### config.mk
export PLATFORM = sky130hd
export DESIGN_NAME = utf16_to_utf8_transcoder
export DESIGN_NICKNAME = d
export VERILOG_FILES = /design/src/rtl/core/u16u8_pkg.sv /design/src/rtl/core/u16u8_front.sv /design/src/rtl/core/u16u8_queue.sv /design/src/rtl/core/u16u8_back.sv /design/src/rtl/core/utf16_to_utf8_transcoder.sv
export VERILOG_INCLUDE_DIRS = /design/src /design/src/rtl/core
export SDC_FILE = /design/constraint.sdc
export NUM_CORES = 1
export LEC_CHECK = 0
export ABC_AREA = 1
export BUFFER_PORTS_ARGS = -buffer_cell sky130_fd_sc_hd__buf_2
export CAP_MARGIN = 20
export CORE_UTILIZATION = 50
export DETAILED_ROUTE_END_ITERATION = 6
export GPL_ROUTABILITY_DRIVEN = 0
export PLACE_DENSITY_LB_ADDON = 0.3
export SYNTH_ARGS = -nofsm -noshare
export SYNTH_HDL_FRONTEND = slang
export SYNTH_HIERARCHICAL = 1
export SYNTH_SLANG_ARGS = --single-unit
### constraint.sdc
create_clock -name clk -period 6.7 [get_ports clk]
set_input_delay 1.005 -clock clk [delete_from_list [all_inputs] [get_ports clk]]
set_output_delay 1.005 -clock clk [all_outputs]
set_load 0.03 [all_outputs]
### src/rtl/core/assert_macros.svh
// Assertion macros shared by the transcoder RTL.
`ifndef ASSERT_MACROS_SVH
`define ASSERT_MACROS_SVH

// Property checked on every clock edge outside reset.
`define U16U8_ASSERT(label, prop, msg) \
    label: assert property (@(posedge clk) disable iff (!rst_n) (prop)) \
        else $error(msg);

// Condition in one cycle implies a condition in the next cycle.
`define U16U8_ASSERT_NEXT(label, pre, post, msg) \
    label: assert property (@(posedge clk) disable iff (!rst_n) (pre) |=> (post)) \
        else $error(msg);

`endif

### src/rtl/core/u16u8_pkg.sv
// Types, constants and byte encoder shared by the transcoder modules.
package u16u8_pkg;

    localparam logic [15:0] HIGH_SURR_MIN = 16'hD800;
    localparam logic [15:0] HIGH_SURR_MAX = 16'hDBFF;
    localparam logic [15:0] LOW_SURR_MIN  = 16'hDC00;
    localparam logic [15:0] LOW_SURR_MAX  = 16'hDFFF;
    localparam logic [20:0] SUPP_BASE     = 21'h10000;
    localparam logic [15:0] ONE_BYTE_MAX  = 16'h007F;
    localparam logic [15:0] TWO_BYTE_MAX  = 16'h07FF;

    localparam logic [7:0] LEAD2_MARK = 8'hC0;
    localparam logic [7:0] LEAD3_MARK = 8'hE0;
    localparam logic [7:0] LEAD4_MARK = 8'hF0;
    localparam logic [7:0] CONT_MARK  = 8'h80;
    localparam logic [7:0] CONT_MASK  = 8'h3F;

    // Queue between front and back
    localparam int QDEPTH = 2;
    localparam int QAW    = $clog2(QDEPTH);

    // Run length codes (bytes minus one)
    typedef enum logic [1:0] {
        LEN_ONE   = 2'd0,
        LEN_TWO   = 2'd1,
        LEN_THREE = 2'd2,
        LEN_FOUR  = 2'd3
    } run_len_t;

    typedef struct packed {
        logic [15:0] code_unit;
        logic        end_of_text;
    } in_item_t;

    typedef struct packed {
        logic [7:0] utf8_byte;
        logic       last_of_run;
    } out_item_t;

    typedef struct packed {
        logic [20:0] code_point;
        run_len_t    len;
    } q_entry_t;

    typedef struct packed {
        logic full;
        logic empty;
    } q_status_t;

    function automatic logic [7:0] cont_byte(input logic [5:0] bits);
        cont_byte = CONT_MARK | ({2'b00, bits} & CONT_MASK);
    endfunction

    // Byte number idx of the UTF-8 encoding of cp
    function automatic logic [7:0] utf8_byte_at(input logic [20:0] cp,
                                                input run_len_t    len,
                                                input logic [1:0]  idx);
        logic [7:0] b;
        b = 8'h00;
        case (len)
            LEN_ONE:   b = {1'b0, cp[6:0]};
            LEN_TWO:   b = (idx == 2'd0) ? (LEAD2_MARK | {3'b000, cp[10:6]})
                                         : cont_byte(cp[5:0]);
            LEN_THREE:
            begin
                case (idx)
                    2'd0:    b = LEAD3_MARK | {4'b0000, cp[15:12]};
                    2'd1:    b = cont_byte(cp[11:6]);
                    default: b = cont_byte(cp[5:0]);
                endcase
            end
            LEN_FOUR:
            begin
                case (idx)
                    2'd0:    b = LEAD4_MARK | {5'b00000, cp[20:18]};
                    2'd1:    b = cont_byte(cp[17:12]);
                    2'd2:    b = cont_byte(cp[11:6]);
                    default: b = cont_byte(cp[5:0]);
                endcase
            end
            default:   b = 8'h00;
        endcase
        utf8_byte_at = b;
    endfunction

endpackage

### src/rtl/core/u16u8_front.sv
// Front end: accepts code units, pairs surrogates, queues code points.
module u16u8_front
    import u16u8_pkg::*;
(
    input  logic      clk,
    input  logic      rst_n,
    input  logic      in_valid,
    output logic      in_ready,
    input  in_item_t  in_item,
    input  q_status_t q_status,
    output logic      push,
    output q_entry_t  push_entry
);

    logic       held_valid_reg, held_valid_next;
    logic [9:0] held_bits_reg, held_bits_next;
    logic       accept, is_low, is_high, is_plain, emit;
    logic [15:0] unit;

    assign unit     = in_item.code_unit;
    assign in_ready = !q_status.full;
    assign accept   = in_valid && in_ready;

    always_comb
    begin
        is_low   = unit inside {[LOW_SURR_MIN:LOW_SURR_MAX]};
        is_high  = unit inside {[HIGH_SURR_MIN:HIGH_SURR_MAX]};
        is_plain = !is_low && !is_high && (unit != 16'h0000);
        emit     = (is_low && held_valid_reg) || is_plain;

        push_entry.code_point = {5'b00000, unit};
        if (is_low)
            push_entry.code_point = SUPP_BASE + {1'b0, held_bits_reg, unit[9:0]};

        if (is_low)
            push_entry.len = LEN_FOUR;
        else if (unit <= ONE_BYTE_MAX)
            push_entry.len = LEN_ONE;
        else if (unit <= TWO_BYTE_MAX)
            push_entry.len = LEN_TWO;
        else
            push_entry.len = LEN_THREE;

        push = accept && emit;

        held_valid_next = held_valid_reg;
        held_bits_next  = held_bits_reg;
        if (accept)
        begin
            // Anything but a non-final high surrogate drops the held high
            held_valid_next = is_high && !in_item.end_of_text;
            held_bits_next  = held_valid_next ? unit[9:0] : 10'd0;
        end
    end

    always_ff @(posedge clk or negedge rst_n)
    begin
        if (!rst_n)
        begin
            held_valid_reg <= 1'b0;
            held_bits_reg  <= 10'd0;
        end
        else
        begin
            held_valid_reg <= held_valid_next;
            held_bits_reg  <= held_bits_next;
        end
    end

endmodule

### src/rtl/core/u16u8_queue.sv
// Short queue of pending code points between front and back.
`include "assert_macros.svh"
module u16u8_queue
    import u16u8_pkg::*;
(
    input  logic      clk,
    input  logic      rst_n,
    input  logic      push,
    input  q_entry_t  push_entry,
    input  logic      pop,
    output q_entry_t  pop_entry,
    output q_status_t status
);

    q_entry_t         slots_reg [QDEPTH];
    logic [QAW-1:0]   wr_ptr_reg, rd_ptr_reg;
    logic [QAW:0]     count_reg;

    assign status.full  = (count_reg == QDEPTH[QAW:0]);
    assign status.empty = (count_reg == '0);
    assign pop_entry    = slots_reg[rd_ptr_reg];

    always_ff @(posedge clk)
    begin
        if (push)
            slots_reg[wr_ptr_reg] <= push_entry;
    end

    always_ff @(posedge clk or negedge rst_n)
    begin
        if (!rst_n)
        begin
            wr_ptr_reg <= '0;
            rd_ptr_reg <= '0;
            count_reg  <= '0;
        end
        else
        begin
            if (push)
                wr_ptr_reg <= wr_ptr_reg + 1'b1;
            if (pop)
                rd_ptr_reg <= rd_ptr_reg + 1'b1;
            case ({push, pop})
                2'b10:   count_reg <= count_reg + 1'b1;
                2'b01:   count_reg <= count_reg - 1'b1;
                default: count_reg <= count_reg;
            endcase
        end
    end

    `U16U8_ASSERT(a_no_overflow, push |-> !status.full, "push into full queue")
    `U16U8_ASSERT(a_no_underflow, pop |-> !status.empty, "pop from empty queue")
    `U16U8_ASSERT(a_count_range, count_reg <= QDEPTH[QAW:0], "queue count out of range")

endmodule

### src/rtl/core/u16u8_back.sv
// Back end: serializes queued code points into UTF-8 bytes.
`include "assert_macros.svh"
module u16u8_back
    import u16u8_pkg::*;
(
    input  logic      clk,
    input  logic      rst_n,
    input  q_status_t q_status,
    input  q_entry_t  pop_entry,
    output logic      pop,
    output logic      out_valid,
    input  logic      out_ready,
    output out_item_t out_item
);

    logic        busy_reg, busy_next;
    logic [20:0] cp_reg, cp_next;
    run_len_t    len_reg, len_next;
    logic [1:0]  idx_reg, idx_next;
    logic        out_valid_reg, out_valid_next;
    out_item_t   out_item_reg, out_item_next;
    logic        advance, finishing;

    assign out_valid = out_valid_reg;
    assign out_item  = out_item_reg;

    always_comb
    begin
        advance   = !out_valid_reg || out_ready;
        finishing = busy_reg && advance && (idx_reg == len_reg);

        busy_next      = busy_reg;
        cp_next        = cp_reg;
        len_next       = len_reg;
        idx_next       = idx_reg;
        out_valid_next = out_valid_reg;
        out_item_next  = out_item_reg;
        pop            = 1'b0;

        if (advance)
        begin
            out_valid_next = busy_reg;
            if (busy_reg)
            begin
                out_item_next.utf8_byte   = utf8_byte_at(cp_reg, len_reg, idx_reg);
                out_item_next.last_of_run = (idx_reg == len_reg);
                idx_next                  = idx_reg + 2'd1;
            end
        end

        // Load the next run when idle or as the current one ends
        if (!busy_reg || finishing)
        begin
            pop       = !q_status.empty;
            busy_next = !q_status.empty;
            if (!q_status.empty)
            begin
                cp_next  = pop_entry.code_point;
                len_next = pop_entry.len;
                idx_next = 2'd0;
            end
        end
    end

    always_ff @(posedge clk or negedge rst_n)
    begin
        if (!rst_n)
        begin
            busy_reg      <= 1'b0;
            idx_reg       <= 2'd0;
            out_valid_reg <= 1'b0;
        end
        else
        begin
            busy_reg      <= busy_next;
            idx_reg       <= idx_next;
            out_valid_reg <= out_valid_next;
        end
    end

    always_ff @(posedge clk)
    begin
        cp_reg       <= cp_next;
        len_reg      <= len_next;
        out_item_reg <= out_item_next;
    end

    `U16U8_ASSERT(a_idx_in_run, busy_reg |-> (idx_reg <= len_reg), "byte index past run")
    `U16U8_ASSERT(a_pop_when_free, pop |-> (!busy_reg || finishing), "pop while run busy")
    `U16U8_ASSERT_NEXT(a_byte_from_run, (advance && busy_reg), out_valid_reg,
        "run byte not presented")

endmodule

### src/rtl/core/utf16_to_utf8_transcoder.sv
// Top level of the UTF-16 to UTF-8 transcoder.
// Takes one UTF-16 code unit per item and emits the UTF-8 bytes for it, one byte
// per output item, with last_of_run marking the final byte of each unit's run.
// A high surrogate is held and combined with a following low surrogate into a
// four-byte supplementary code point; unpaired surrogates, zero units and a high
// surrogate on the end_of_text unit produce no bytes, and end_of_text always
// clears the held high. The front end accepts a unit in the cycle it arrives
// whenever the two-entry code point queue has room, so input items may follow
// each other back to back. The back end serializer emits one byte per cycle while
// out_ready allows it, so a unit yields 1 to 3 bytes for basic-plane units, 4
// for a surrogate pair and none for dropped units. Once the queue fills, input
// waits on in_ready until the serializer takes an entry. From input accept, a
// unit passes through the queue slot, the serializer's code point register and
// the output register before its first byte is valid.
module utf16_to_utf8_transcoder
    import u16u8_pkg::*;
(
    input  logic      clk,
    input  logic      rst_n,
    input  logic      in_valid,
    output logic      in_ready,
    input  in_item_t  in_item,
    output logic      out_valid,
    input  logic      out_ready,
    output out_item_t out_item
);

    // Front to queue
    logic      push;
    q_entry_t  push_entry;
    // Queue to back
    logic      pop;
    q_entry_t  pop_entry;
    q_status_t q_status;

    u16u8_front u_front (
        .clk        (clk),
        .rst_n      (rst_n),
        .in_valid   (in_valid),
        .in_ready   (in_ready),
        .in_item    (in_item),
        .q_status   (q_status),
        .push       (push),
        .push_entry (push_entry)
    );

    u16u8_queue u_queue (
        .clk        (clk),
        .rst_n      (rst_n),
        .push       (push),
        .push_entry (push_entry),
        .pop        (pop),
        .pop_entry  (pop_entry),
        .status     (q_status)
    );

    u16u8_back u_back (
        .clk       (clk),
        .rst_n     (rst_n),
        .q_status  (q_status),
        .pop_entry (pop_entry),
        .pop       (pop),
        .out_valid (out_valid),
        .out_ready (out_ready),
        .out_item  (out_item)
    );

endmodule
Yosys cells after proc, flatten, opt, wreduce, memory -nomap -nowiden
Memory sizes are Yosys's and may differ from the RTL's. A register that Yosys moved wholly into a read port is not among the register bits. Index checks and enable logic that the tools add are counted. W data, S select, Z words.

Bits in registers: 28. Latch bits: 0. RAM bits: 46. Memory bits (read-only): 0. Output and inout port bits: 11. Logic and storage cells: 77. Memories: 1.

Memory list: u_queue.slots_reg (depth 2, bits a word 23, read ports 1, clocked after Yosys merged registers in 1, write ports 1, RTL line u16u8_queue.sv:15) `q_entry_t slots_reg [QDEPTH];`.

Add/subtract/negate cells: 6. Multipliers: 0. Div/mod/pow operators: 0. Magnitude comparators: 6. Equality and inequality tests: 9. Shift-type cells: 0. Muxes and demuxes: 17. Bitwise logic cells: 1. Reduce and logical (&&, ||, !) cells: 27.

Operators with widths (number): $ge A16 B16 Y1 const B (2); $le A16 B16 Y1 const B (2); $pmux W8 S4 (1); $add A17 B20 Y21 const A (1); $mux W21 (1); $pmux W7 S3 (1); $le A16 B11 Y1 const B (1); $le A16 B7 Y1 const B (1); $reduce_bool A16 Y1 (1); $mux W2 (7); $pmux W7 S2 (1); $eq A2 B2 Y1 const B (5); $logic_and A1 B1 Y1 (10); $mux W10 (1); $logic_not A1 Y1 (7); $mux W7 (1); $eq A2 B1 Y1 const B (3); $logic_not A2 Y1 (3); $add A2 B1 Y2 const B (2); $pmux W2 S2 (1); $reduce_and A2 Y1 (2); $logic_or A1 B1 Y1 (3); $mux W1 (3); $add A1 B1 Y1 const B (2); 4 further kinds (4).

Longest topological paths before layout
Gate-level depths: netlist (run 1).

Depth after elaboration: 9. Gate-level depth with buffers: 14. Gate-level depth less buffers: 14.

Hierarchy
The synthesis (run 1) kept the hierarchy.

By module, submodules not included: u16u8_queue (instances 1, cells an instance 144, area an instance 1959.4 sq um, seq. area each 1481.4 sq um); u16u8_back (instances 1, cells an instance 183, area an instance 1755.4 sq um, seq. area each 1061.0 sq um); u16u8_front (instances 1, cells an instance 112, area an instance 819.5 sq um, seq. area each 275.3 sq um).

Least setup slack after synthesis (run 1)
Ideal clock, no wire load.

Path type: in2reg. Start: input out_ready. End: register u_queue.count_reg[1]. Arrival: 3.258 ns. Data required time: 6.583 ns. Setup slack: 3.325 ns. Stages on the path: 9. Path buffers: 0. Path through: inv_1 -> nand2_1 -> nand3_2 -> a21oi_1 -> ha_1 -> inv_1 -> nand3_1 -> nand2_1 -> nand2_1.

Longest elaborated chain between the ends: 7.

RTL lines: from (decl) (RTL line utf16_to_utf8_transcoder.sv:24) `input logic out_ready,`; $logic_or A1 B1 Y1 (*) (RTL line u16u8_back.sv:29) `advance = !out_valid_reg || out_ready;`; $logic_and A1 B1 Y1 (*) (2 in series) (RTL line u16u8_back.sv:30) `finishing = busy_reg && advance && (idx_reg == len_reg);`; $logic_or A1 B1 Y1 (*) (RTL line u16u8_back.sv:52) `if (!busy_reg || finishing)`; $mux W1 (*) (RTL line u16u8_back.sv:52); named net pop (RTL line utf16_to_utf8_transcoder.sv:32) `logic pop;`; $eq A2 B1 Y1 / $eq A2 B2 Y1 (equally long branches) (RTL line u16u8_queue.sv:43) `case ({push, pop})`; $pmux W2 S2 / $reduce_bool A2 Y1 (equally long branches); to (signal assigned) (RTL line u16u8_queue.sv:44) `2'b10: count_reg <= count_reg + 1'b1;`; to (signal assigned) (RTL line u16u8_queue.sv:45) `2'b01: count_reg <= count_reg - 1'b1;`; to (signal assigned) (RTL line u16u8_queue.sv:46) `default: count_reg <= count_reg;`; to (decl) (RTL line u16u8_queue.sv:17) `logic [QAW:0] count_reg;`.

Mark *: on every way through the listed nets, which the timed path passes. The rest lies on a longest branch. A chain may end at the register's enable or synchronous reset.

Worst setup path in the final report (run 1)
Start: input in_item[14] in the netlist's numbering. End: memory u_queue/slots_reg[1][18] in the netlist's numbering (enable).

Longest elaborated chain between the ends: 9.

RTL lines: from (decl) (RTL line utf16_to_utf8_transcoder.sv:22) `input in_item_t in_item,`; $ge A16 B16 Y1 (tied with other cells) (RTL line u16u8_front.sv:26) `is_low = unit inside {[LOW_SURR_MIN:LOW_SURR_MAX]};`; $logic_and A1 B1 Y1 (on tied branches) (RTL line u16u8_front.sv:26, u16u8_front.sv:27); $logic_not A1 Y1 (RTL line u16u8_front.sv:28) `is_plain = !is_low && !is_high && (unit != 16'h0000);`; $logic_and A1 B1 Y1 (2 in series) (RTL line u16u8_front.sv:28); $logic_or A1 B1 Y1 (*) (RTL line u16u8_front.sv:29) `emit = (is_low && held_valid_reg) || is_plain;`; $logic_and A1 B1 Y1 (*) (RTL line u16u8_front.sv:44) `push = accept && emit;`; named net push (RTL line utf16_to_utf8_transcoder.sv:29) `logic push;`; $mux W1 (*) (RTL line u16u8_queue.sv:25) `if (push)`; $mux W1 (implied by the code) (*) (RTL line u16u8_queue.sv:26) `slots_reg[wr_ptr_reg] <= push_entry;`; to (decl) (RTL line u16u8_queue.sv:15).

Marked as above.

==> flow_metrics.py, run 1 <==
metrics = {
    "logic_synthesis": {
        "synthMuxAreaShare_pct": 0,
        "avgSynthCellArea_um2": 10.3,
        "synth_compound_area_share_pct": 7.97,
        "synth_nets": 466,
        "synth_fa_ha_area_share_pct": 1.66,
        "synth_top_family_by_area": "simple AND/OR/NAND/NOR gates",
        "ys_seq_elements": 97,
        "synth_xor_area_share_pct": 0.966,
        "synth_cell_types": 32,
        "ys_warn_count": 6,
        "syn_area_um2": 4530,
        "synthSimpleGateAreaFrac_pct": 18.5,
        "yosysSeqAreaShare_pct": 62.1,
        "synthCells": 439,
    },
    "pwr": {
        "p_sw_mw": 0.774,
        "powerDensity_nw_per_um2": 422,
        "p_leak_nw": 2.10,
        "seq_power_share_pct": 47.0,
        "clkPwrFrac_pct": 18.4,
        "fin_total_pwr_mw": 2.07,
        "share_comb_of_total_power_pct": 34.6,
        "swShare_pct": 37.4,
        "p_int_mw": 1.29,
        "ir_drop_mv": 0.149,
    },
    "grt": {
        "grt_overflow_total": 0,
        "grt_max_degree": 48,
        "grt_pass1_vias": 2752,
        "antenna_found_initial": 0,
        "grt_first_pass_wirelength_um": 12600,
        "track_usage_pct": 17.2,
    },
    "routing": {
        "routed_via_density": 5.15,
        "initialDrtViolationCount": 127,
        "final_antenna_net_count": 0,
        "drc": 0,
        "drt-wirelength-per-cell_um": 13.2,
        "drtPass1Iterations": 4,
        "wl_um": 7610,
        "via_count": 2972,
    },
    "job": {
        "cap_violations": 0,
    },
    "setup_path": {
        "path_cells": "buf_2, inv_1, nand2_1, nor2_8, nand3b_1, nand2_1, nor2_1, nand2_1, inv_1",
        "crit_fanout": 23,
        "path_class": "primary input to flip-flop",
        "r2r-end": "u_queue/slots_reg[1][18]$_DFFE_PP_",
        "crit_path_frequent_cell": "nand2_1",
        "regToRegSetupSlack_ns": 4.35,
        "cp-end-kind": "flip-flop",
        "slowest_stage": "inv_1",
        "reg2reg_from": "u_queue/count_reg[1]$_DFFE_PN0P_",
        "slowest_delay_ns": 0.67,
        "worst_ep_required_time_ns": 6.68,
        "r2r_cells": 9,
        "arrival_ns": 2.46,
        "cp-start-kind": "primary input",
    },
    "run_status": {
        "status": "complete, no violations",
    },
    "final_layout": {
        "fillers": 781,
        "final_cells": 577,
        "largest_register_ffs": 46,
        "multi_input_area_um2": 1330,
        "drive_gt1_share_pct": 16.6,
        "antenna_cells": 0,
        "area_delta_synth_final_pct": 8.08,
        "fin_nets": 491,
        "seq_area_um2": 2820,
    },
    "place": {
        "dp_hpwl_um": 5550,
        "port_buffers": 31,
        "placed_cells": 560,
    },
    "floorplan": {
        "die_h_um": 97.2,
        "core_um2": 8760,
        "boundaryPins": 32,
        "num_rows": 34,
        "initial_utilization_pct": 51.7,
        "dieArea_um2": 9450,
        "fp.dieW_um": 97.2,
    },
    "clock_network": {
        "hold_buffers": 0,
        "clock_sinks": 97,
        "clk_pin_slew_ns": 0.10,
        "cts-root-buf": "clkbuf_8",
        "cts_buffers": 9,
        "cts_setup_buffers": 0,
        "cts_tree": "yes",
        "clk_path_buf_depth": 2,
        "insertion_delay_ns": 0.35,
        "post_cts_resized": 0,
        "cts_htree_levels": 3,
    },
    "timing": {
        "tightest_slew_ns": 0.921,
        "slew_violations": 0,
        "hold_viol": 0,
        "finalCriticalPeriod_ns": 2.49,
        "fmax_ghz": 0.402,
        "slew_headroom_pct": 38.5,
        "fin_worst_skew_ns": 0.0134,
        "rsz0062_at_grt": "no",
        "setup_viol": 0,
        "tns_ns": 0,
        "timing.final.crit_share_pct": 37.1,
    },
    "worst_hold_path": {
        "hold_end": "u_front/held_valid_reg$_DFFE_PN0P_",
        "min_path_type": "flip-flop to flip-flop",
        "hold-path-cell-count": 2,
        "min-delay-start": "u_front/held_valid_reg$_DFFE_PN0P_",
    },
}
## kinds of logic (layout without fill, tap and decap cells)
group,Yosys count,count (layout)
fa+ha+maj,6,6
flops,97,97
compound gates,61,61
xor+xnor,5,5
buf+inv,83,113
simple gates,187,187
## area by class of cell
type	instances	share of cell area (%)
tap	108	2.76
inverter	63	4.83
clock inverter	6	1.30
sequential	97	57.5
multi-input combinational	259	27.0
timing repair buffer	34	3.78
clock buffer	10	2.81
## cells in the mapped netlist
cell / number / area, µm²
o21a_1: 1 / 7.51
o21ai_1: 14 / 70.1
nand2_2: 3 / 18.8
o21ai_0: 21 / 105
edfxtp_1: 78 / 2340
a31oi_1: 1 / 6.26
buf_6: 5 / 56.3
nand3_2: 2 / 20.0
dfrtp_1: 19 / 475
inv_2: 2 / 7.51
and2_1: 1 / 6.26
o211ai_1: 6 / 45.0
o21ai_2: 10 / 87.6
a21oi_1: 8 / 40.0
nor2_8: 1 / 20.0
xnor2_1: 2 / 17.5
nor2_2: 4 / 25.0
nand3_1: 12 / 60.1
inv_1: 61 / 229
xor2_1: 3 / 26.3
nor2_1: 25 / 93.8
nor3_2: 1 / 10.0
nor2_4: 1 / 11.3
nand3b_1: 1 / 7.51
nor3b_2: 1 / 12.5
buf_2: 3 / 15.0
nand4_1: 14 / 87.6
nand2_4: 1 / 11.3
buf_4: 12 / 90.1
nand2_1: 119 / 447
ha_1: 6 / 75.1
nor3b_1: 1 / 7.51
## worst max-delay path: cells and delay by family
kind          cells  cell delay, ns
buf+inv           3            0.81
simple gates      6            0.63
## metrics by stage
| stage | utilization (%) | setup WS [ns] | area, µm² | hold WS, ns |
|---|---|---|---|---|
| finish | 55.9 | 4.21 | 4900 | 0.496 |
| global route | 55.9 | 4.04 | 4900 | 0.535 |
| CTS | 55.8 | 3.99 | 4890 | 0.504 |
| detailed placement | 53.5 | 3.61 | 4680 | 0.479 |
| global placement | 53.5 | 3.69 | 4680 | 0.475 |
| floorplan | - | 3.32 | 4530 | 0.441 |
## metal layers
| layer | up-vias | share of wire (%) | GRT usage [%] |
|---|---|---|---|
| li1 | 1491 | - | - |
| met2 | 99 | 47 | 28.1 |
| met3 | 17 | 5.8 | 4.60 |
| met5 | - | 0 | 0 |
| met4 | 0 | 2.8 | 8.14 |
| met1 | 1365 | 44 | 21.3 |
## power groups by stage
stage / Combinational (mW) / Clock [mW] / Sequential [mW]
after floorplan: 0.519 / 0 / 1.03
after global placement: 0.691 / 0 / 0.980
after detailed placement: 0.710 / 0 / 0.984
after CTS: 0.711 / 0.390 / 0.970
after global routing: 0.804 / 0.417 / 0.985
final: 0.716 / 0.381 / 0.971
## worst max-delay path by stage
stage                 from                                  to  slack, ns
6_report       in_item[14]  u_queue/slots_reg[1][18]$_DFFE_PP_       4.21
5_1_grt        in_item[14]  u_queue/slots_reg[1][18]$_DFFE_PP_       4.04
4_1_cts        in_item[14]  u_queue/slots_reg[0][18]$_DFFE_PP_       3.99
3_5_place_dp   in_item[14]  u_queue/slots_reg[0][21]$_DFFE_PP_       3.61
3_3_place_gp   in_item[14]  u_queue/slots_reg[0][18]$_DFFE_PP_       3.69
2_1_floorplan    out_ready    u_queue/count_reg[1]$_DFFE_PN0P_       3.32
## placed cells by master (no fill, tap or decap), drive strengths merged
| cell type | synthesis | final |
|---|---|---|
| nand3 | 14 | 14 |
| ha | 6 | 6 |
| xor2 | 3 | 3 |
| o21a | 1 | 1 |
| nand2 | 123 | 123 |
| nand3b | 1 | 1 |
| dfrtp | 19 | 19 |
| edfxtp | 78 | 78 |
| nor3 | 1 | 1 |
| a21oi | 8 | 8 |
| xnor2 | 2 | 2 |
| clkbuf | 0 | 10 |
| nor2 | 31 | 31 |
| inv | 63 | 66 |
| o21ai | 45 | 45 |
| o211ai | 6 | 6 |
| a31oi | 1 | 1 |
| nor3b | 2 | 2 |
| clkinv | 0 | 1 |
| buf | 20 | 34 |
| clkinvlp | 0 | 1 |
| nand4 | 14 | 14 |
| bufinv | 0 | 1 |
| and2 | 1 | 1 |
Power figures use the tool's default switching activity.
==> inputs of run 2 (changes only) <==
ABC_AREA = 0   (was 1)
clock period = 2.6 ns   (was 6.7 ns; I/O delays follow)
==> run 2 against run 1 <==
Via count decreased by 23%. Register-to-register slack got worse by 3.8 ns. Clock skew decreased by 0.0045 ns. Synthesized cell count decreased by 36%. First-iteration DRC count decreased by 43%. Power increased by 150%. Sequential power increased to 2.5 times the previous value. Critical path depth decreased by 2. Area after synthesis decreased by 3.4%. Die area decreased by 3.4%.
==> flow_metrics.py, run 2 <==
metrics = {
    "routing": {
        "wl_met1_um": 3530,
        "via_count": 2285,
        "met2_length_um": 3100,
        "topRoutingLayerUsed": "met4",
        "dr_wl_met3_um": 227,
        "drtPass1Iterations": 4,
        "drc": 0,
        "drt-wirelength-per-cell_um": 16.7,
        "wl_um": 7020,
        "initialDrtViolationCount": 73,
        "final_antenna_net_count": 0,
        "routed_via_density": 5.44,
    },
    "setup_path": {
        "setup.worst_path.start": "u_back/idx_reg[0]$_DFF_PN0_",
        "regToRegSetupSlack_ns": 0.55,
        "crit_path_end": "u_back/out_item[5]$_DFFE_PP_",
        "r2r-end": "u_back/out_item[5]$_DFFE_PP_",
        "reg2reg_from": "u_back/idx_reg[0]$_DFF_PN0_",
        "slowest_delay_ns": 0.44,
        "cp-start-kind": "flip-flop",
        "crit_fanout": 10,
        "slowest_stage": "dfrtp_1",
        "r2r_cells": 7,
        "worst_ep_required_time_ns": 2.72,
        "path_cells": "inv_1, ha_1, buf_4, or2_4, a221oi_2, o221ai_1, o21a_1",
        "cp-end-kind": "flip-flop",
        "arrival_ns": 2.17,
        "path_class": "flip-flop to flip-flop",
    },
    "floorplan": {
        "dieArea_um2": 9140,
        "num_rows": 33,
        "core_um2": 8340,
        "boundaryPins": 32,
        "fp.dieW_um": 95.6,
        "die_h_um": 95.6,
        "initial_utilization_pct": 52.5,
    },
    "final_layout": {
        "fin_nets": 337,
        "final_common_cell": "edfxtp_1",
        "area_delta_synth_final_pct": 7.51,
        "postLayoutCoreUtil_pct": 56.5,
        "fillers": 692,
        "drive_gt1_share_pct": 28.9,
        "largest_register_ffs": 46,
        "antenna_cells": 0,
        "layout_common_cells": "edfxtp_1 (78), buf_2 (31), mux2_4 (20)",
    },
    "timing": {
        "slew_headroom_pct": 58.6,
        "rsz0062_at_grt": "no",
        "setup_viol": 0,
        "tns_ns": 0,
        "timing.final.crit_share_pct": 78.8,
        "slew_violations": 0,
        "fmax_ghz": 0.488,
        "hold_viol": 0,
        "fin_worst_skew_ns": 0.00885,
        "tightest_slew_ns": 0.621,
        "finalCriticalPeriod_ns": 2.05,
    },
    "clock_network": {
        "clk_pin_slew_ns": 0.09,
        "clk_path_buf_depth": 2,
        "insertion_delay_ns": 0.35,
        "clock_sinks": 97,
        "cts_buffers": 9,
        "cts_setup_buffers": 0,
        "cts_tree": "yes",
        "cts_htree_levels": 3,
        "cts-root-buf": "clkbuf_8",
    },
    "logic_synthesis": {
        "synth_ff_type": "edfxtp_1",
        "synth_common_cells": "edfxtp_1 (78), mux2_4 (20), dfrtp_1 (19)",
        "ys_seq_elements": 97,
        "synth_nets": 310,
        "synth-edff-count": 78,
        "synth_cell_types": 48,
        "synth_top_area_share_pct": 53.5,
        "avgSynthCellArea_um2": 15.5,
        "synth_most_common_cell": "edfxtp_1",
        "synthArstFlopShare_pct": 19.6,
        "synthCells": 283,
        "yosysSeqAreaShare_pct": 64.3,
        "syn_area_um2": 4380,
        "ys_warn_count": 6,
        "yosys-top-cells-area": "edfxtp_1 (53%), dfrtp_1 (11%), mux2_4 (6.9%)",
        "synth_top_cell_by_area": "edfxtp_1",
    },
    "place": {
        "port_buffers": 31,
        "dp_hpwl_um": 4890,
    },
    "pwr": {
        "fin_total_pwr_mw": 5.16,
        "powerDensity_nw_per_um2": 1100,
        "p_leak_nw": 1.79,
        "ir_drop_mv": 0.457,
    },
    "worst_hold_path": {
        "min_path_type": "primary input to flip-flop",
    },
    "grt": {
        "grt_first_pass_wirelength_um": 11400,
        "grt_overflow_total": 0,
        "antenna_found_initial": 0,
        "grt_pass1_vias": 2214,
        "grt_max_degree": 25,
        "track_usage_pct": 17.2,
    },
    "job": {
        "cap_violations": 0,
    },
    "run_status": {
        "status": "complete, no violations",
    },
}
## run 2: cell types whose count changed after synthesis, moves of 10 or more
| cell | delta |
|---|---|
| mux2_4 | +20 |
| nor2_1 | -15 |
| inv_1 | -51 |
| o21ai_0 | -16 |
| nand4_1 | -14 |
| o21ai_1 | -14 |
| nand2_1 | -107 |
| o21ai_2 | -10 |
## run 2: critical path: cells and delay by family, from the launching register on
| family | cells | cell delay, ns |
|---|---|---|
| AO/OA/AOI/OAI | 3 | 0.44 |
| adder cells (fa/ha/maj) | 1 | 0.35 |
| buffers and inverters | 2 | 0.32 |
| flip-flops | 1 | 0.44 |
| AND/OR/NAND/NOR | 1 | 0.26 |
## run 2: timing repair
action,4_1_cts,5_1_grt
setup endpoints to repair,0,0
resized for setup,0,0
hold endpoints to repair,19,0
hold buffers,1,0
## run 2: area by class of cell
cell class | instances | area, µm² | area share, %
clock buffers | 12 | 155 | 3.30
clock inverters | 4 | 27.5 | 0.585
inverters | 10 | 37.5 | 0.797
multi-input cells | 153 | 1320 | 28.1
flip-flops and latches | 97 | 2820 | 59.8
well taps | 105 | 131 | 2.79
repair buffers | 39 | 218 | 4.62
## run 2: routing by layer
layer	vias to the layer above	GRT usage [%]
li1	1120	-
met1	1100	24.1
met2	52	26.2
met3	13	2.87
met4	0	8.33
met5	-	0
## run 2: worst min path at each step
stage / startpoint / to / slack [ns] / depth (start not counted)
2_1_floorplan: rst_n / u_back/busy_reg$_DFFE_PN0N_ / 0.09 / 0
3_3_place_gp: rst_n / u_queue/wr_ptr_reg$_DFFE_PN0P_ / 0.37 / 1
3_5_place_dp: rst_n / u_queue/wr_ptr_reg$_DFFE_PN0P_ / 0.37 / 1
4_1_cts: in_item[8] / u_queue/slots_reg[0][9]$_DFFE_PP_ / 0.24 / 1
5_1_grt: in_item[1] / u_queue/slots_reg[1][2]$_DFFE_PP_ / 0.26 / 1
6_report: in_item[8] / u_queue/slots_reg[0][9]$_DFFE_PP_ / 0.27 / 1
## run 2: power by group
part / internal [mW] / switching [mW]
clock: 0.399 / 0.501
combinational: 0.799 / 0.995
sequential: 2.25 / 0.213
total: 3.45 / 1.71
## run 2: cell families after synthesis
| family | synth area share (%) |
|---|---|
| mux | 10.1 |
| buf+inv | 5.63 |
| xor+xnor | 1.80 |
| simple gates | 5.89 |
| flops | 64.3 |
| compound gates | 10.5 |
| fa+ha+maj | 1.71 |
## run 2: per-stage QoR
step / cell area [µm²] / hold slack [ns] / instances / worst slack (ns)
after CTS: 4710 / 0.244 / 420 / 0.533
after global placement: 4520 / 0.369 / 403 / 0.599
after detailed placement: 4520 / 0.372 / 403 / 0.559
after global routing: 4710 / 0.257 / 420 / 0.370
final: 4710 / 0.265 / 420 / 0.550
after floorplan: 4380 / 0.0944 / 283 / 0.0992
==> inputs of run 3 (changes only) <==
clock period = 1.8 ns   (was 2.6 ns; I/O delays follow)
==> run 3 against run 2 <==
Register-to-register slack worse by 0.52 ns. Clock skew is 0.0025 ns higher. Setup slack worse by 0.52 ns. Combinational power is 81% higher. Count of clock-buffer cells in the layout is 3 lower. Largest cell class unchanged.
==> flow_metrics.py, run 3 (same netlist as run 2, synthesis figures left out) <==
metrics = {
    "final_layout": {
        "fillers": 654,
        "layout_common_cells": "edfxtp_1 (78), buf_2 (31), buf_4 (20), mux2_4 (20), dfrtp_1 (19)",
        "largest_register_ffs": 46,
        "area_delta_synth_final_pct": 15.0,
        "antenna_cells": 0,
        "fin_nets": 355,
        "drive_gt1_share_pct": 37.2,
        "final_common_cell": "edfxtp_1",
    },
    "clock_network": {
        "cts_tree": "yes",
        "cts_htree_levels": 3,
        "cts_buffers": 9,
        "clk_pin_slew_ns": 0.10,
        "clk_path_buf_depth": 2,
        "cts-root-buf": "clkbuf_8",
        "clock_sinks": 97,
        "insertion_delay_ns": 0.36,
    },
    "setup_path": {
        "slowest_delay_ns": 0.40,
        "cp-end-kind": "flip-flop",
        "cp.depth": 7,
        "path_cells": "and2b_1, nand2b_4, a31oi_4, o21a_1, inv_2, nor2_4, buf_12",
        "r2r_cells": 7,
        "r2r-end": "u_queue/slots_reg[0][13]$_DFFE_PP_",
        "crit_fanout": 14,
        "reg2reg_from": "u_queue/count_reg[1]$_DFFE_PN0P_",
        "worst_ep_required_time_ns": 1.87,
        "setup.worst_path.start": "u_queue/count_reg[1]$_DFFE_PN0P_",
        "worst-path-buf-inv": 2,
        "cp_top_family": "simple AND/OR/NAND/NOR gates",
        "regToRegSetupSlack_ns": 0.03,
        "path_class": "flip-flop to flip-flop",
        "crit_path_end": "u_queue/slots_reg[0][13]$_DFFE_PP_",
        "arrival_ns": 1.84,
        "cp-start-kind": "flip-flop",
        "slowest_stage": "dfrtp_1",
    },
    "job": {
        "cap_violations": 0,
    },
    "pwr": {
        "clkPwrFrac_pct": 18.9,
        "share_comb_of_total_power_pct": 38.8,
        "p_int_mw": 5.62,
        "p_leak_nw": 1.93,
        "swShare_pct": 32.6,
        "p_sw_mw": 2.72,
        "ir_drop_mv": 0.832,
        "seq_power_share_pct": 42.3,
        "powerDensity_nw_per_um2": 1650,
    },
    "routing": {
        "drc": 0,
        "wl_um": 7540,
        "routed_via_density": 5.50,
        "final_antenna_net_count": 0,
        "drtPass1Iterations": 4,
        "initialDrtViolationCount": 98,
        "via_count": 2407,
        "drt-wirelength-per-cell_um": 17.2,
    },
    "floorplan": {
        "num_rows": 33,
        "boundaryPins": 32,
        "initial_utilization_pct": 52.5,
        "fp.dieW_um": 95.6,
        "core_um2": 8340,
        "die_h_um": 95.6,
        "dieArea_um2": 9140,
    },
    "timing": {
        "tightest_slew_ns": 0.480,
        "tns_ns": 0,
        "worst_slack_ns": 0.0296,
        "rsz0062_at_grt": "yes",
        "hold_viol": 0,
        "slew_violations": 0,
        "setup_viol": 0,
        "fmax_ghz": 0.565,
        "slew_headroom_pct": 68.0,
        "timing.final.crit_share_pct": 98.4,
        "finalCriticalPeriod_ns": 1.77,
        "fin_worst_skew_ns": 0.0114,
    },
    "place": {
        "post-place-ws_ns": -0.0287,
        "dp_hpwl_um": 5310,
        "port_buffers": 31,
    },
    "grt": {
        "grt_first_pass_wirelength_um": 12200,
        "antenna_found_initial": 0,
        "use_met1_pct": 24.5,
        "grt_busiest_layer": "met2",
        "globalRouteMet3Util_pct": 2.39,
        "grt_pass1_vias": 2389,
        "grt_max_degree": 25,
        "track_usage_pct": 18.4,
        "grt_overflow_total": 0,
        "met2_usage_pct": 30.2,
    },
    "run_status": {
        "status": "complete, no violations",
    },
    "worst_hold_path": {
        "min_path_type": "primary input to flip-flop",
    },
}
-- run 3: changes by cell type in the layout (fill, tap and decap cells not counted), sizes merged --
cell	delta
buf	+18
bufinv	+2
clkinvlp	-1
inv	+2
clkbuf	-3
-- run 3: worst register-to-register path, cell delays in order, from the launching register on --
cell and delay (ns):
dfrtp_1 0.40, and2b_1 0.19, nand2b_4 0.16, a31oi_4 0.14
o21a_1 0.19, inv_2 0.08, nor2_4 0.16, buf_12 0.17
-- run 3: worst min path at each step --
| stage | from | to | slack [ns] | cells after the start |
|---|---|---|---|---|
| finish | in_item[6] | u_queue/slots_reg[1][7]$_DFFE_PP_ | 0.14 | 1 |
| global route | in_item[5] | u_queue/slots_reg[1][6]$_DFFE_PP_ | 0.13 | 1 |
| floorplan | rst_n | u_back/busy_reg$_DFFE_PN0N_ | -0.03 | 0 |
| global placement | rst_n | u_queue/wr_ptr_reg$_DFFE_PN0P_ | 0.26 | 1 |
| CTS | in_item[8] | u_queue/slots_reg[1][9]$_DFFE_PP_ | 0.12 | 1 |
| detailed placement | rst_n | u_queue/wr_ptr_reg$_DFFE_PN0P_ | 0.26 | 1 |
-- run 3: power groups by stage --
stage	clock network (mW)	logic [mW]	registers [mW]
after floorplan	0	2.17	3.76
after global placement	0	3.16	3.55
after detailed placement	0	3.21	3.58
after CTS	1.60	3.26	3.53
after global routing	1.68	3.50	3.59
final	1.58	3.24	3.52
-- run 3: cell type report --
type	instances	area (µm²)	area share, %
clock buffers	9	124	2.46
inverters	10	37.5	0.745
repair buffers	57	415	8.25
clock inverters	7	101	2.01
multi-input cells	153	1410	28.0
flip-flops and latches	97	2820	55.9
well taps	105	131	2.61
-- run 3: stage by stage --
step / instance area, µm² / cells / hold slack, ns / util, % / total power, mW
finish: 5040 / 438 / 0.139 / 60.4 / 8.34
global placement: 4770 / 420 / 0.256 / 57.2 / 6.71
detailed placement: 4770 / 420 / 0.257 / 57.2 / 6.79
floorplan: 4450 / 283 / -0.0256 / - / 5.93
CTS: 5020 / 438 / 0.118 / 60.2 / 8.39
global route: 5040 / 438 / 0.128 / 60.4 / 8.77
-- run 3: what timing repair did --
item                       CTS  global route
pin swaps                    0             1
setup endpoints to repair   33            50
hold buffers                 1             0
hold endpoints to repair    19             0
gates resized for setup      2             4
buffers inserted             1             0
-- run 3: routing by layer --
layer | vias up | share of wire [%]
li1 | 1156 | -
met1 | 1179 | 46
met2 | 63 | 49
met3 | 9 | 3.4
met4 | 0 | 1.4
met5 | - | 0
